--- src/hdl/count_sketch_accumulator_top_macros.svh ---
// Assertion macros shared by the sketch accumulator modules.
`ifndef COUNT_SKETCH_ACCUMULATOR_TOP_MACROS_SVH
`define COUNT_SKETCH_ACCUMULATOR_TOP_MACROS_SVH

`ifndef SYNTHESIS

`define CSA_ASSERT(label, clock, resetn, ante, cons) \
    label: assert property (@(posedge clock) disable iff (!resetn) (ante) |-> (cons)) \
        else $error("assertion failed");

`define CSA_ASSERT_NEXT(label, clock, resetn, ante, cons) \
    label: assert property (@(posedge clock) disable iff (!resetn) (ante) |=> (cons)) \
        else $error("assertion failed");

`else

`define CSA_ASSERT(label, clock, resetn, ante, cons)

`define CSA_ASSERT_NEXT(label, clock, resetn, ante, cons)

`endif

`endif

--- src/hdl/csa_pkg.sv ---
// Shared types and constants for the sketch accumulator.
package csa_pkg;

    localparam int MAX_BUCKETS_DEF = 256;
    localparam int MAX_COLUMNS_DEF = 64;
    localparam int ACC_WIDTH_DEF   = 48;

    localparam int VALUE_W     = 32;
    localparam int BUCKET_W    = 8;
    localparam int COLUMN_W    = 6;
    localparam int BUCKETS_W   = 9;
    localparam int COLUMNS_W   = 7;
    localparam int CFG_DATA_W  = 9;
    localparam int CFG_INDEX_W = 1;
    localparam int QUEUE_DEPTH = 4;

    localparam logic [BUCKETS_W-1:0] BUCKETS_RESET = 9'd256;
    localparam logic [COLUMNS_W-1:0] COLUMNS_RESET = 7'd64;

    typedef enum logic {
        OP_ACCUM = 1'b0,
        OP_READ  = 1'b1
    } opcode_t;

    typedef enum logic [CFG_INDEX_W-1:0] {
        CFG_BUCKETS = 1'b0,
        CFG_COLUMNS = 1'b1
    } cfg_index_t;

    typedef struct packed {
        logic                       is_read;
        logic                       negate;
        logic signed [VALUE_W-1:0]  value;
    } queue_item_t;

endpackage

--- src/hdl/csa_front.sv ---
// Front end: configuration registers, range check and table address of each item.
module csa_front #(
    parameter int MAX_BUCKETS = csa_pkg::MAX_BUCKETS_DEF,
    parameter int MAX_COLUMNS = csa_pkg::MAX_COLUMNS_DEF,
    parameter int ADDR_W      = 14
) (
    input  logic                                clk,
    input  logic                                rst_n,
    input  logic                                accept,
    input  logic                                opcode,
    input  logic [csa_pkg::BUCKET_W-1:0]        bucket,
    input  logic [csa_pkg::COLUMN_W-1:0]        column,
    input  logic                                negate,
    input  logic signed [csa_pkg::VALUE_W-1:0]  value,
    input  logic                                cfg_write,
    input  logic [csa_pkg::CFG_INDEX_W-1:0]     cfg_index,
    input  logic [csa_pkg::CFG_DATA_W-1:0]      cfg_data,
    output logic                                push,
    output csa_pkg::queue_item_t                item,
    output logic [ADDR_W-1:0]                   addr
);
    import csa_pkg::*;

    logic [BUCKETS_W-1:0] buckets_reg;
    logic [COLUMNS_W-1:0] columns_reg;
    logic                 in_range;
    logic [31:0]          addr_full;

    always_ff @(posedge clk or negedge rst_n)
    begin
        if (!rst_n)
        begin
            buckets_reg <= BUCKETS_RESET;
            columns_reg <= COLUMNS_RESET;
        end
        else if (cfg_write)
        begin
            case (cfg_index)
                CFG_BUCKETS: buckets_reg <= cfg_data[BUCKETS_W-1:0];
                CFG_COLUMNS: columns_reg <= cfg_data[COLUMNS_W-1:0];
                default:     ;
            endcase
        end
    end

    always_comb
    begin
        in_range = (BUCKETS_W'(bucket) < buckets_reg)
                && (32'(bucket) < 32'(MAX_BUCKETS))
                && (COLUMNS_W'(column) < columns_reg)
                && (32'(column) < 32'(MAX_COLUMNS));
        addr_full    = 32'(bucket) * 32'(MAX_COLUMNS) + 32'(column);
        addr         = addr_full[ADDR_W-1:0];
        push         = accept && in_range;
        item.is_read = (opcode == OP_READ);
        item.negate  = negate;
        item.value   = value;
    end

endmodule

--- config.mk ---
export PLATFORM = sky130hd
export DESIGN_NAME = csa_front
export DESIGN_NICKNAME = d
export VERILOG_FILES = /design/src/hdl/count_sketch_accumulator_top_macros.svh /design/src/hdl/csa_pkg.sv /design/src/hdl/csa_front.sv
export SDC_FILE = /design/constraint.sdc
export NUM_CORES = 1
export LEC_CHECK = 0
export BUFFER_PORTS_ARGS = -buffer_cell sky130_fd_sc_hd__buf_2
export CAP_MARGIN = 25
export CORE_ASPECT_RATIO = 1.1
export CORE_MARGIN = 3
export CORE_UTILIZATION = 38
export CTS_BUF_LIST = sky130_fd_sc_hd__clkbuf_16
export DETAILED_ROUTE_END_ITERATION = 8
export GPL_TIMING_DRIVEN = 0
export PLACE_DENSITY_LB_ADDON = 0.2
export SYNTH_ARGS = -nofsm -noshare
export SYNTH_HDL_FRONTEND = slang
export SYNTH_SLANG_ARGS = --single-unit
--- constraint.sdc ---
create_clock -name clk -period 1.81 [get_ports clk]
set_input_delay 0.181 -clock clk [delete_from_list [all_inputs] [get_ports clk]]
set_output_delay 0.181 -clock clk [all_outputs]
set_load 0.01 [all_outputs]
==> summary.md <==
| Metric | Value |
|---|---|
| Worst path max stage delay | 0.37 ns |
| Critical path arrival | between 1.5 and 2 ns |
| Max VDD drop | 0.6078 mV |
| Clk_skew | 0 ns |
| Worst-Margin Slew | approximately 0.37 ns |
| DR pass1 iterations | 4 |
| Largest net degree at the start of global routing | 17 |
| Critical Path Source Type | flip-flop |
| Violated checks | setup timing |
| Worst-Skew Late Latency | 0.25 ns |
| Final core occ | 58.85% |
| Final WS setup | -0.04432 ns |
| CP bufs+invs | 2 |
| Final slew viol count | 0 |
| P_leak | 1.045 nW |
| Synth Instances | roughly 130 |
| Share of layout cells above drive strength 1 | 70.37% |
| Antenna cells | 0 |
| CTS tree | yes |
| Total global routing track utilization | 12.98% |
| Hold Path Class | input port to flip-flop |
| Final wirelength | 2.763 mm |
| Number of synthesized flops with an enable pin | 0 |
| Vias in the first global route | 1037 |
| Clk sinks | 16 |
| FMAX | 539.3 MHz |
| Die W | 61.64 um |
| Via/cell ratio | 4.492 |
| Synth top cells by count | buf_4, dfrtp_1, ha_1, inv_1 |
| Worst-path cell chain | inv_2, ha_4, a21o_1, a31oi_1, o21ai_1, a211oi_2, buf_2 |
| Outcome | finished, violations left |
| First-pass GRT wire length | 4.057 mm |
| Htree depth | 1 |
| Top-area cell type share of the netlist area | 27.85% |
| Power Dens Cells | about 700 nW/um2 |
| Drc violations | 0 |
| Antenna Violating Nets Remaining | 0 |
| Root Buffer Master | clkbuf_16 |
| Ranking of synthesized cells by area | buf_4, dfrtp_1, ha_1 |
| Prevailing post-synth register cell | dfrtp_1 |
| RSZ-0062 raised after global routing | yes |
| Port Buffers | 76 |
| # nets final | approximately 290 |
| Clock transition at the registers of the reported paths | roughly 0.050 ns |
| Synth Net Count | 207 |
| Initial core utilization | between 40% and 50% |
| Core ar. | 3153 um2 |
| Initial DRC Count | 21 |
| Syn Area/Cell | about 9.7 um2 |
| Ports | approximately 110 |
| Synth cell types | 24 |
| Relative slew slack | 75.65% |
| DR WL/cell | 11.05 um |
| Asr flop ratio synth | 100.0% |
| Post-Syn Area | 1294 um2 |
| Total gr overflow | 0 |
| Part of the Yosys area used for sequential elements | 31.14% |
| Max cap viols | 0 |
| Crit Path Class | flip-flop to primary output |
| Worst Path Required | roughly 1.6 ns |
| Count leader, synth | buf_4 |
| Critical Path Slowest Stage Cell | dfrtp_1 |
| Initial antenna violation count | 0 |
| Minimum clock period | 1.854 ns |
| Crit Path Max Fanout | 2 |
| Routability cong. | 0.7937 |
| Largest area contributor in the synthesized netlist | buf_4 |
| Max FFs per register | 9 |
| Synth Warn # | 0 |
| Die H | around 67 um |
| Detail Placement HPWL | 2.401 mm |
| CP endpoint kind | primary output |
| Layout Area Growth over Synthesis | 43.42% |
| Final period util | 102.4% |
| Die footprint | 4142 um2 |
| CTS Buffer Depth | 2 |
| Crit path max-delay family | compound AO/OA/AOI/OAI gates |
| Total power | between 1 and 1.5 mW |
| Total negative slack | -0.04432 ns |
| Cell Rows | 21 |
| Final Hold Vio Count | 0 |
| CTS buffer count | 3 |
| Final Setup Violations | 1 |
| Seq cells post-synth | 16 |
| Via count | 1123 |
[tightest hold or removal path, cell delays in order]
cell and delay (ns):
buf_2 0.07, nand2_1 0.04, o21ai_0 0.06
[per-stage QoR]
stage / hold WS, ns / instance area (um2) / instances / worst slack [ns]
finish: 0.1522 / 1856 / 250 / -0.04432
global route: 0.1696 / 1856 / 250 / -0.1197
CTS: 0.1494 / 1846 / 250 / -0.07458
detailed placement: 0.1216 / 1717 / 243 / 0.1344
global placement: 0.1059 / 1717 / 243 / 0.1333
floorplan: -0.1146 / 1294 / 133 / 0.3567
[placed cells by master, fill, tap and decap left out, types with 2 or more instances in the layout]
cell type | Yosys | final
buf_2 | 1 | 77
buf_4 | 48 | 50
dfrtp_1 | 14 | 14
inv_1 | 12 | 11
ha_1 | 12 | 10
nand2_1 | 9 | 9
mux2_2 | 9 | 9
o21ai_0 | 8 | 7
clkbuf_16 | 0 | 3
inv_2 | 0 | 2
a21o_1 | 2 | 2
a21oi_1 | 3 | 2
ha_4 | 0 | 2
dfstp_2 | 2 | 2
[power by group]
group          internal [mW]  leakage, nW  switching (mW)  total (mW)
clock                  0.292       0.0423           0.133       0.426
sequential             0.413        0.189          0.0240       0.437
combinational          0.244        0.813           0.187       0.431
total                  0.949         1.04           0.345        1.29
[repair_timing]
| item | in CTS | in global routing |
|---|---|---|
| pin swaps | 4 | 4 |
| resized for setup | 5 | 2 |
| buffers inserted | 2 | 0 |
| endpoints found under the hold margin | 14 | 0 |
| endpoints found under the setup margin | 1 | 1 |
| hold buffers | 1 | 0 |
[metal layers]
metal,global-route usage (%),up-vias,routed length [um]
met5,0,-,0
met4,3.979,0,29
met3,4.398,5,388
met2,23.43,77,1266
met1,13.93,485,1078
li1,-,556,-
[final cells by class]
type                            count  area [um2]
Multi-Input combinational cell     55       510.5
Buffer                             50       370.4
Clock buffer                        3       75.07
Clock inverter                      1       3.754
Tap cell                           34       42.54
Inverter                           12       45.04
Fill cell                         281        1297
Sequential cell                    16       402.9
Timing Repair Buffer               79       405.4
[final timing paths]
kind / startpoint / to / slack [ns] / depth (start not counted)
max reg2reg: columns_reg[1]$_DFFE_PN0P_ / columns_reg[1]$_DFFE_PN0P_ / 0.93 / 2
min in group asynchronous: rst_n / columns_reg[2]$_DFFE_PN0P_ / 0.38 / 2
min reg2reg: columns_reg[4]$_DFFE_PN0P_ / columns_reg[4]$_DFFE_PN0P_ / 0.50 / 1
min: cfg_data[7] / buckets_reg[7]$_DFFE_PN0P_ / 0.15 / 3
max in group asynchronous: rst_n / buckets_reg[8]$_DFFE_PN1P_ / 1.12 / 2
max: buckets_reg[2]$_DFFE_PN0P_ / push / -0.04 / 7
[cell families (layout without fill, tap and decap cells)]
family | Yosys count | after routing | synth area share [%]
buf+inv | 62 | 145 | 32.11
compound gates | 18 | 18 | 10.25
flops | 16 | 16 | 31.14
simple gates | 16 | 16 | 7.060
fa+ha+maj | 12 | 12 | 11.61
mux | 9 | 9 | 7.834
(Power assumes the default switching activity.)
