$ cat config.mk
export PLATFORM = sky130hd
export DESIGN_NAME = csa_queue
export DESIGN_NICKNAME = d
export VERILOG_FILES = /design/src/hdl/csa_pkg.sv /design/src/hdl/csa_queue.sv
export VERILOG_INCLUDE_DIRS = /design/src /design/src/hdl
export SDC_FILE = /design/constraint.sdc
export NUM_CORES = 1
export LEC_CHECK = 0
export BUFFER_PORTS_ARGS = -buffer_cell sky130_fd_sc_hd__buf_2
export CAP_MARGIN = 20
export CORE_ASPECT_RATIO = 1.5
export CORE_MARGIN = 1.5
export CORE_UTILIZATION = 60
export DETAILED_ROUTE_END_ITERATION = 12
export PLACE_DENSITY = 0.83
export SLEW_MARGIN = 30
export SYNTH_ARGS = -nofsm -noshare
export SYNTH_HDL_FRONTEND = slang
export SYNTH_SLANG_ARGS = --single-unit
$ cat constraint.sdc
create_clock -name clk -period 4.7 [get_ports clk]
set_input_delay 0.235 -clock clk [delete_from_list [all_inputs] [get_ports clk]]
set_output_delay 0.235 -clock clk [all_outputs]
set_load 0.02 [all_outputs]
$ cat src/hdl/count_sketch_accumulator_top_macros.svh
// Assertion macros shared by the sketch accumulator modules.
`ifndef COUNT_SKETCH_ACCUMULATOR_TOP_MACROS_SVH
`define COUNT_SKETCH_ACCUMULATOR_TOP_MACROS_SVH

`ifndef SYNTHESIS

`define CSA_ASSERT(label, clock, resetn, ante, cons) \
    label: assert property (@(posedge clock) disable iff (!resetn) (ante) |-> (cons)) \
        else $error("assertion failed");

`define CSA_ASSERT_NEXT(label, clock, resetn, ante, cons) \
    label: assert property (@(posedge clock) disable iff (!resetn) (ante) |=> (cons)) \
        else $error("assertion failed");

`else

`define CSA_ASSERT(label, clock, resetn, ante, cons)

`define CSA_ASSERT_NEXT(label, clock, resetn, ante, cons)

`endif

`endif

$ cat src/hdl/csa_pkg.sv
// Shared types and constants for the sketch accumulator.
package csa_pkg;

    localparam int MAX_BUCKETS_DEF = 256;
    localparam int MAX_COLUMNS_DEF = 64;
    localparam int ACC_WIDTH_DEF   = 48;

    localparam int VALUE_W     = 32;
    localparam int BUCKET_W    = 8;
    localparam int COLUMN_W    = 6;
    localparam int BUCKETS_W   = 9;
    localparam int COLUMNS_W   = 7;
    localparam int CFG_DATA_W  = 9;
    localparam int CFG_INDEX_W = 1;
    localparam int QUEUE_DEPTH = 4;

    localparam logic [BUCKETS_W-1:0] BUCKETS_RESET = 9'd256;
    localparam logic [COLUMNS_W-1:0] COLUMNS_RESET = 7'd64;

    typedef enum logic {
        OP_ACCUM = 1'b0,
        OP_READ  = 1'b1
    } opcode_t;

    typedef enum logic [CFG_INDEX_W-1:0] {
        CFG_BUCKETS = 1'b0,
        CFG_COLUMNS = 1'b1
    } cfg_index_t;

    typedef struct packed {
        logic                       is_read;
        logic                       negate;
        logic signed [VALUE_W-1:0]  value;
    } queue_item_t;

endpackage

$ cat src/hdl/csa_queue.sv
// Short first-in first-out queue between the front end and the table engine.
`include "count_sketch_accumulator_top_macros.svh"

module csa_queue #(
    parameter int WIDTH = 48
) (
    input  logic             clk,
    input  logic             rst_n,
    input  logic             push,
    input  logic [WIDTH-1:0] push_data,
    input  logic             pop,
    output logic [WIDTH-1:0] head_data,
    output logic             empty,
    output logic             full
);
    import csa_pkg::*;

    localparam int PTR_W = $clog2(QUEUE_DEPTH);
    localparam int CNT_W = $clog2(QUEUE_DEPTH + 1);

    logic [WIDTH-1:0] slot_reg [QUEUE_DEPTH];
    logic [PTR_W-1:0] wr_ptr_reg;
    logic [PTR_W-1:0] rd_ptr_reg;
    logic [CNT_W-1:0] count_reg;
    logic [CNT_W-1:0] count_next;

    always_comb
    begin
        count_next = count_reg;
        if (push && !pop)
        begin
            count_next = count_reg + CNT_W'(1);
        end
        else if (pop && !push)
        begin
            count_next = count_reg - CNT_W'(1);
        end
    end

    always_ff @(posedge clk or negedge rst_n)
    begin
        if (!rst_n)
        begin
            wr_ptr_reg <= '0;
            rd_ptr_reg <= '0;
            count_reg  <= '0;
        end
        else
        begin
            if (push)
            begin
                wr_ptr_reg <= wr_ptr_reg + PTR_W'(1);
            end
            if (pop)
            begin
                rd_ptr_reg <= rd_ptr_reg + PTR_W'(1);
            end
            count_reg <= count_next;
        end
    end

    always_ff @(posedge clk)
    begin
        if (push)
        begin
            slot_reg[wr_ptr_reg] <= push_data;
        end
    end

    assign head_data = slot_reg[rd_ptr_reg];
    assign empty     = (count_reg == '0);
    assign full      = (count_reg == CNT_W'(QUEUE_DEPTH));

    `CSA_ASSERT(a_no_overflow, clk, rst_n, push, !full || pop)
    `CSA_ASSERT(a_no_underflow, clk, rst_n, pop, !empty)
    `CSA_ASSERT(a_count_bound, clk, rst_n, 1'b1, count_reg <= CNT_W'(QUEUE_DEPTH))

endmodule

==> results of run 1 <==
kinds of logic (layout without fill, tap and decap cells):
logic type                 Yosys count  count (layout)  share of synthesized area
AOI/OAI and AO/OA                    1               1                   0.000678
xor gates and xnor gates             6               6                    0.00712
adders and majority gates            6               6                     0.0112
buffers and inverters               15             144                     0.0209
DFF                                199             199                      0.805
muxes                               49              49                      0.148
and+or+nand+nor                      9               9                    0.00661
worst max-delay path by stage:
stage / start / end / slack [ns]
2_1_floorplan: wr_ptr_reg[0] / slot_reg[2][0] / 2.53
3_3_place_gp: rd_ptr_reg[0] / head_data[21] / 2.49
3_5_place_dp: rd_ptr_reg[1] / head_data[28] / 2.57
4_1_cts: rd_ptr_reg[1] / head_data[28] / 2.14
5_1_grt: rd_ptr_reg[0] / head_data[39] / 2.08
6_report: rd_ptr_reg[1] / head_data[2] / 2.16
area by class of cell:
cell class              instances  area [um2]
clock buffers                  18         429
multi-input cells              71        1290
well taps                     153         191
fillers                       764        3450
flip-flops and latches        199        5950
repair buffers                108         573
clock inverters                14         129
inverters                       4        15.0
stage by stage:
step	utilization	instances	worst slack, ns	total power, mW
final	0.713	567	2.16	5.49
after global routing	0.713	567	2.08	5.72
after CTS	0.713	567	2.14	5.56
after detailed placement	0.666	534	2.57	4.22
after global placement	0.664	533	2.49	4.14
after floorplan	-	285	2.53	3.76
cell usage in the layout, fill, tap and decap left out:
master,count
edfxtp_1,192
buf_2,101
mux4_2,48
clkbuf_16,17
ha_1,5
clkinvlp_4,5
clkinv_4,5
dfrtp_1,5
buf_4,5
inv_1,4
and2_2,4
xor2_1,4
xnor2_1,2
nand2_1,2
nor3_1,1
nor3b_1,1
mux2_2,1
o21ai_0,1
nor2_1,1
fa_1,1
clkinv_2,1
bufinv_16,1
inv_6,1
clkbuf_1,1
clkinv_1,1
dlygate4sd3_1,1
buf_12,1
dfrtp_4,1
dfrtp_2,1
where the power goes:
group | switching, mW | internal (mW) | leakage [nW]
combinational | 0.902 | 0.704 | 0.859
sequential | 0.222 | 2.33 | 1.84
clock | 0.609 | 0.732 | 0.256
metal layers:
layer,track usage,routed length [um],part of all wire,vias up
met2,0.360,7140,0.56,119
met1,0.267,4740,0.37,1720
met5,0,21,0.0016,-
li1,-,-,-,1437
met3,0.0521,600,0.047,25
met4,0.0825,238,0.019,4
==> flow_metrics.tcl, run 1 <==
set metrics [dict create \
    max-cap-violations 0 \
    yosysMostFrequentCell "edfxtp_1" \
    cp_num_buf_inv 2 \
    rr_worst_depth 4 \
    grt_setup_unrepaired "no" \
    dp_hpwl_um 7780 \
    period_share 0.541 \
    synth_edf_count 192 \
    cp_max_fo 32 \
    cts_setup_buffers 0 \
    tightest_slew_ns 0.812 \
    synth_top_area_frac 0.782 \
    fin_hold_ws_ns 0.0285 \
    drive_gt1_frac 0.464 \
    synth_cell_types 19 \
    largest_reg_flops 192 \
    ys_seq_area_frac 0.805 \
    path_depth 3 \
    status "completed" \
    cp-start-kind "flip-flop" \
    core_area_um2 12000 \
    clock_latency_ns 0.42 \
    whs_endpoint "slot_reg[2][14]" \
    antenna_found_initial 2 \
    clkTransAtPathRegs_ns 0.07 \
    vias_per_cell 5.83 \
    min_path_cells 1 \
    grt_start_max_net_pins 33 \
    syn_area_per_cell_um2 25.9 \
    cp_slowest_cell "dfrtp_2" \
    arrival_ns 2.31 \
    max_slew_margin 0.458 \
    max_freq_mhz 393 \
    cts.sinks 199 \
    fin_setup_tns_ns 0 \
    crit_type "reg -> out" \
    synth-main-ff-cell "edfxtp_1" \
    place.gp.congestion 0.708 \
    regToRegEndpoint "slot_reg[0][17]" \
    skew_ns 0.00624 \
    cpPeakStageDelay_ns 0.89 \
    fin_crit_ns 2.54 \
    cts_max_level 4 \
    cts_tree "done" \
    die_y_um 139 \
    yosys_warnings 0 \
    crit_path_end_kind "output port" \
    areaGrowthSynthToFinish_pct 16.2 \
    start_util 0.614 \
    r2r_start "wr_ptr_reg[0]" \
    rows 49 \
    required_ns 4.47 \
    nets 459 \
    dpl-instance-area_um2 8000 \
    io_pins 102 \
    synth_area_leader_cell "edfxtp_1" \
    drcViolationCount 0 \
    ctsRootBufferMaster "clkbuf_16" \
    yosys_register_bits 199 \
    peakVddDrop_mv 0.294 \
    grt_overflow_total 0 \
    min-delay-start "push_data[14]" \
    critPathTopFamily "flip-flops" \
    cts.hold.buffers_added 1 \
    detail-route-antenna-nets 0 \
    final_area_um2 8570 \
    synthCells 285 \
    max-clock-path-buffers 2 \
    routed_wl_um 12700 \
    numPortBuffers 101 \
    slew_violations 0 \
    cts_resized 0 \
    die_x_um 93.5 \
    antennaDiodeCount 0 \
    leakage_nw 2.96 \
    worstPathCellList "buf_4, mux4_2, buf_2" \
    first_global_vias 3516 \
    hp-class "in -> reg" \
    routedWlPerCell_um 22.5 \
    vias 3305 \
    dieArea_um2 13000 \
    synth_common_cells "edfxtp_1, mux4_2, dfrtp_1" \
    hold_viol_final 0 \
    ys_async_sr_fraction 0.0352 \
    drtPass1Iterations 4 \
    setup_violations 0 \
    power_density_nw_per_um2 641 \
    synth_nets 343 \
    grt_pass1_wl_um 19600 \
    rrSetupSlack_ns 2.67 \
    grtUsageTotal 0.213 \
    cts_buffers 17 \
    ys_top_cells_by_area "edfxtp_1, mux4_2, dfrtp_1" \
    syn_area_um2 7380 \
    first_iter_violations 265 \
]
No activity file was read; power rests on OpenSTA's default activity.
==> run 2: changes to the inputs <==
CORE_UTILIZATION = 51   (was 60)
PLACE_DENSITY = 0.75   (was 0.83)
clock period = 2.33 ns   (was 4.7 ns; I/O delays follow)
==> run 2 against run 1 <==
  * Routed wire length is 1.0% higher
  * Critical endpoint is now head_data[30]
  * Via count is 5.9% higher
  * Setup slack worse by 2.0 ns
  * Sequential share of layout area is 5.3 points lower
==> flow_metrics.tcl, run 2 (synthesis gave the netlist of run 1 again) <==
set metrics [dict create \
    status "completed" \
    hp-class "in -> async" \
    crit_path_end_kind "output port" \
    p_int_mw 7.98 \
    areaGrowthSynthToFinish_pct 25.8 \
    start_util 0.525 \
    layout_commonest_cell "edfxtp_1" \
    grt_overflow_total 0 \
    dp_hpwl_um 7970 \
    p_comb_frac 0.308 \
    rrSetupSlack_ns 0.71 \
    io_pins 102 \
    cts_setup_buffers 0 \
    fin_hold_ws_ns 0.0462 \
    cts_max_level 4 \
    grt_pass1_wl_um 19700 \
    cts_resized 0 \
    skew_ns 0.00706 \
    max-clock-path-buffers 2 \
    hold_viol_final 0 \
    max-cap-violations 0 \
    power_density_nw_per_um2 1240 \
    p_sw_mw 3.55 \
    layout_common_cells "edfxtp_1, buf_2, dlygate4sd3_1" \
    first_global_vias 3638 \
    required_ns 2.21 \
    vias 3501 \
    grtUsageTotal 0.181 \
    rows 53 \
    seqPwrFrac 0.436 \
    cp_max_fo 19 \
    ctsRootBufferMaster "clkbuf_16" \
    arrival_ns 2.08 \
    numPortBuffers 101 \
    period_share 0.944 \
    grt_setup_unrepaired "no" \
    cts.sinks 199 \
    fin_setup_tns_ns 0 \
    swShare 0.308 \
    clock_latency_ns 0.42 \
    max_freq_mhz 455 \
    core_area_um2 14100 \
    clock_power_share 0.256 \
    antennaDiodeCount 0 \
    routed_wl_um 12900 \
    cts_tree "done" \
    fin_crit_ns 2.20 \
    place.gp.congestion 0.715 \
    nets 515 \
    tightest_slew_ns 0.443 \
    dieArea_um2 15200 \
    leakage_nw 3.26 \
    cp-start-kind "flip-flop" \
    cts.hold.buffers_added 51 \
    setup_violations 0 \
    drive_gt1_frac 0.419 \
    vias_per_cell 5.29 \
    routedWlPerCell_um 19.4 \
    drcViolationCount 0 \
    largest_reg_flops 192 \
    clkTransAtPathRegs_ns 0.07 \
    first_iter_violations 218 \
    antenna_found_initial 0 \
    die_x_um 101 \
    cts_buffers 17 \
    slew_violations 0 \
    peakVddDrop_mv 0.835 \
    crit_type "reg -> out" \
    die_y_um 150 \
    detail-route-antenna-nets 0 \
    grt_start_max_net_pins 29 \
    drtPass1Iterations 4 \
    max_slew_margin 0.705 \
]
[run 2: worst paths after layout]
check,end,cells past startpoint,from
max,head_data[30],3,rd_ptr_reg[0]
min,count_reg[0],2,rst_n
max reg2reg,slot_reg[2][9],4,wr_ptr_reg[0]
min reg2reg,count_reg[2],1,count_reg[2]
max in group asynchronous,rd_ptr_reg[0],2,rst_n
min in group clk,slot_reg[2][21],2,push_data[21]
[run 2: final cells by class]
class / instances / area (um2)
Timing Repair Buffer: 164 / 1190
Tap cell: 192 / 240
Multi-Input combinational cell: 71 / 1290
Clock inverter: 15 / 174
Clock buffer: 17 / 425
Inverter: 4 / 15.0
Fill cell: 947 / 4780
Sequential cell: 199 / 5950
[run 2: per-stage QoR]
stage                     area (um2)  std cells  setup WS (ns)   util  total power [mW]
after floorplan                 7380        285          0.157      -              7.59
after global placement          8170        579          0.527  0.581              8.58
after detailed placement        8170        579          0.526  0.581              8.67
after CTS                       9280        662         0.0685  0.660              11.7
after global routing            9280        662         0.0172  0.660              12.0
final                           9280        662          0.130  0.660              11.5
[run 2: worst max-delay path: stages (launching register included)]
cell and delay [ns]:
dfrtp_4 0.70, buf_12 0.25, mux4_2 0.53, buf_2 0.18
[run 2: layer usage]
| metal | part of all wire | GRT usage | wire (um) | vias up |
|---|---|---|---|---|
| met1 | 0.42 | 0.235 | 5410 | 1834 |
| met2 | 0.52 | 0.292 | 6660 | 100 |
| met3 | 0.041 | 0.0460 | 532 | 16 |
| met4 | 0.020 | 0.0757 | 253 | 0 |
| li1 | - | - | - | 1551 |
| met5 | 0 | 0 | 0 | - |
[run 2: power by group through the flow]
stage	clock (mW)	combinational [mW]	sequential, mW
after floorplan	0	2.69	4.90
after global placement	0	3.51	5.07
after detailed placement	0	3.54	5.13
after CTS	3.00	3.62	5.05
after global routing	3.14	3.77	5.11
final	2.95	3.55	5.03
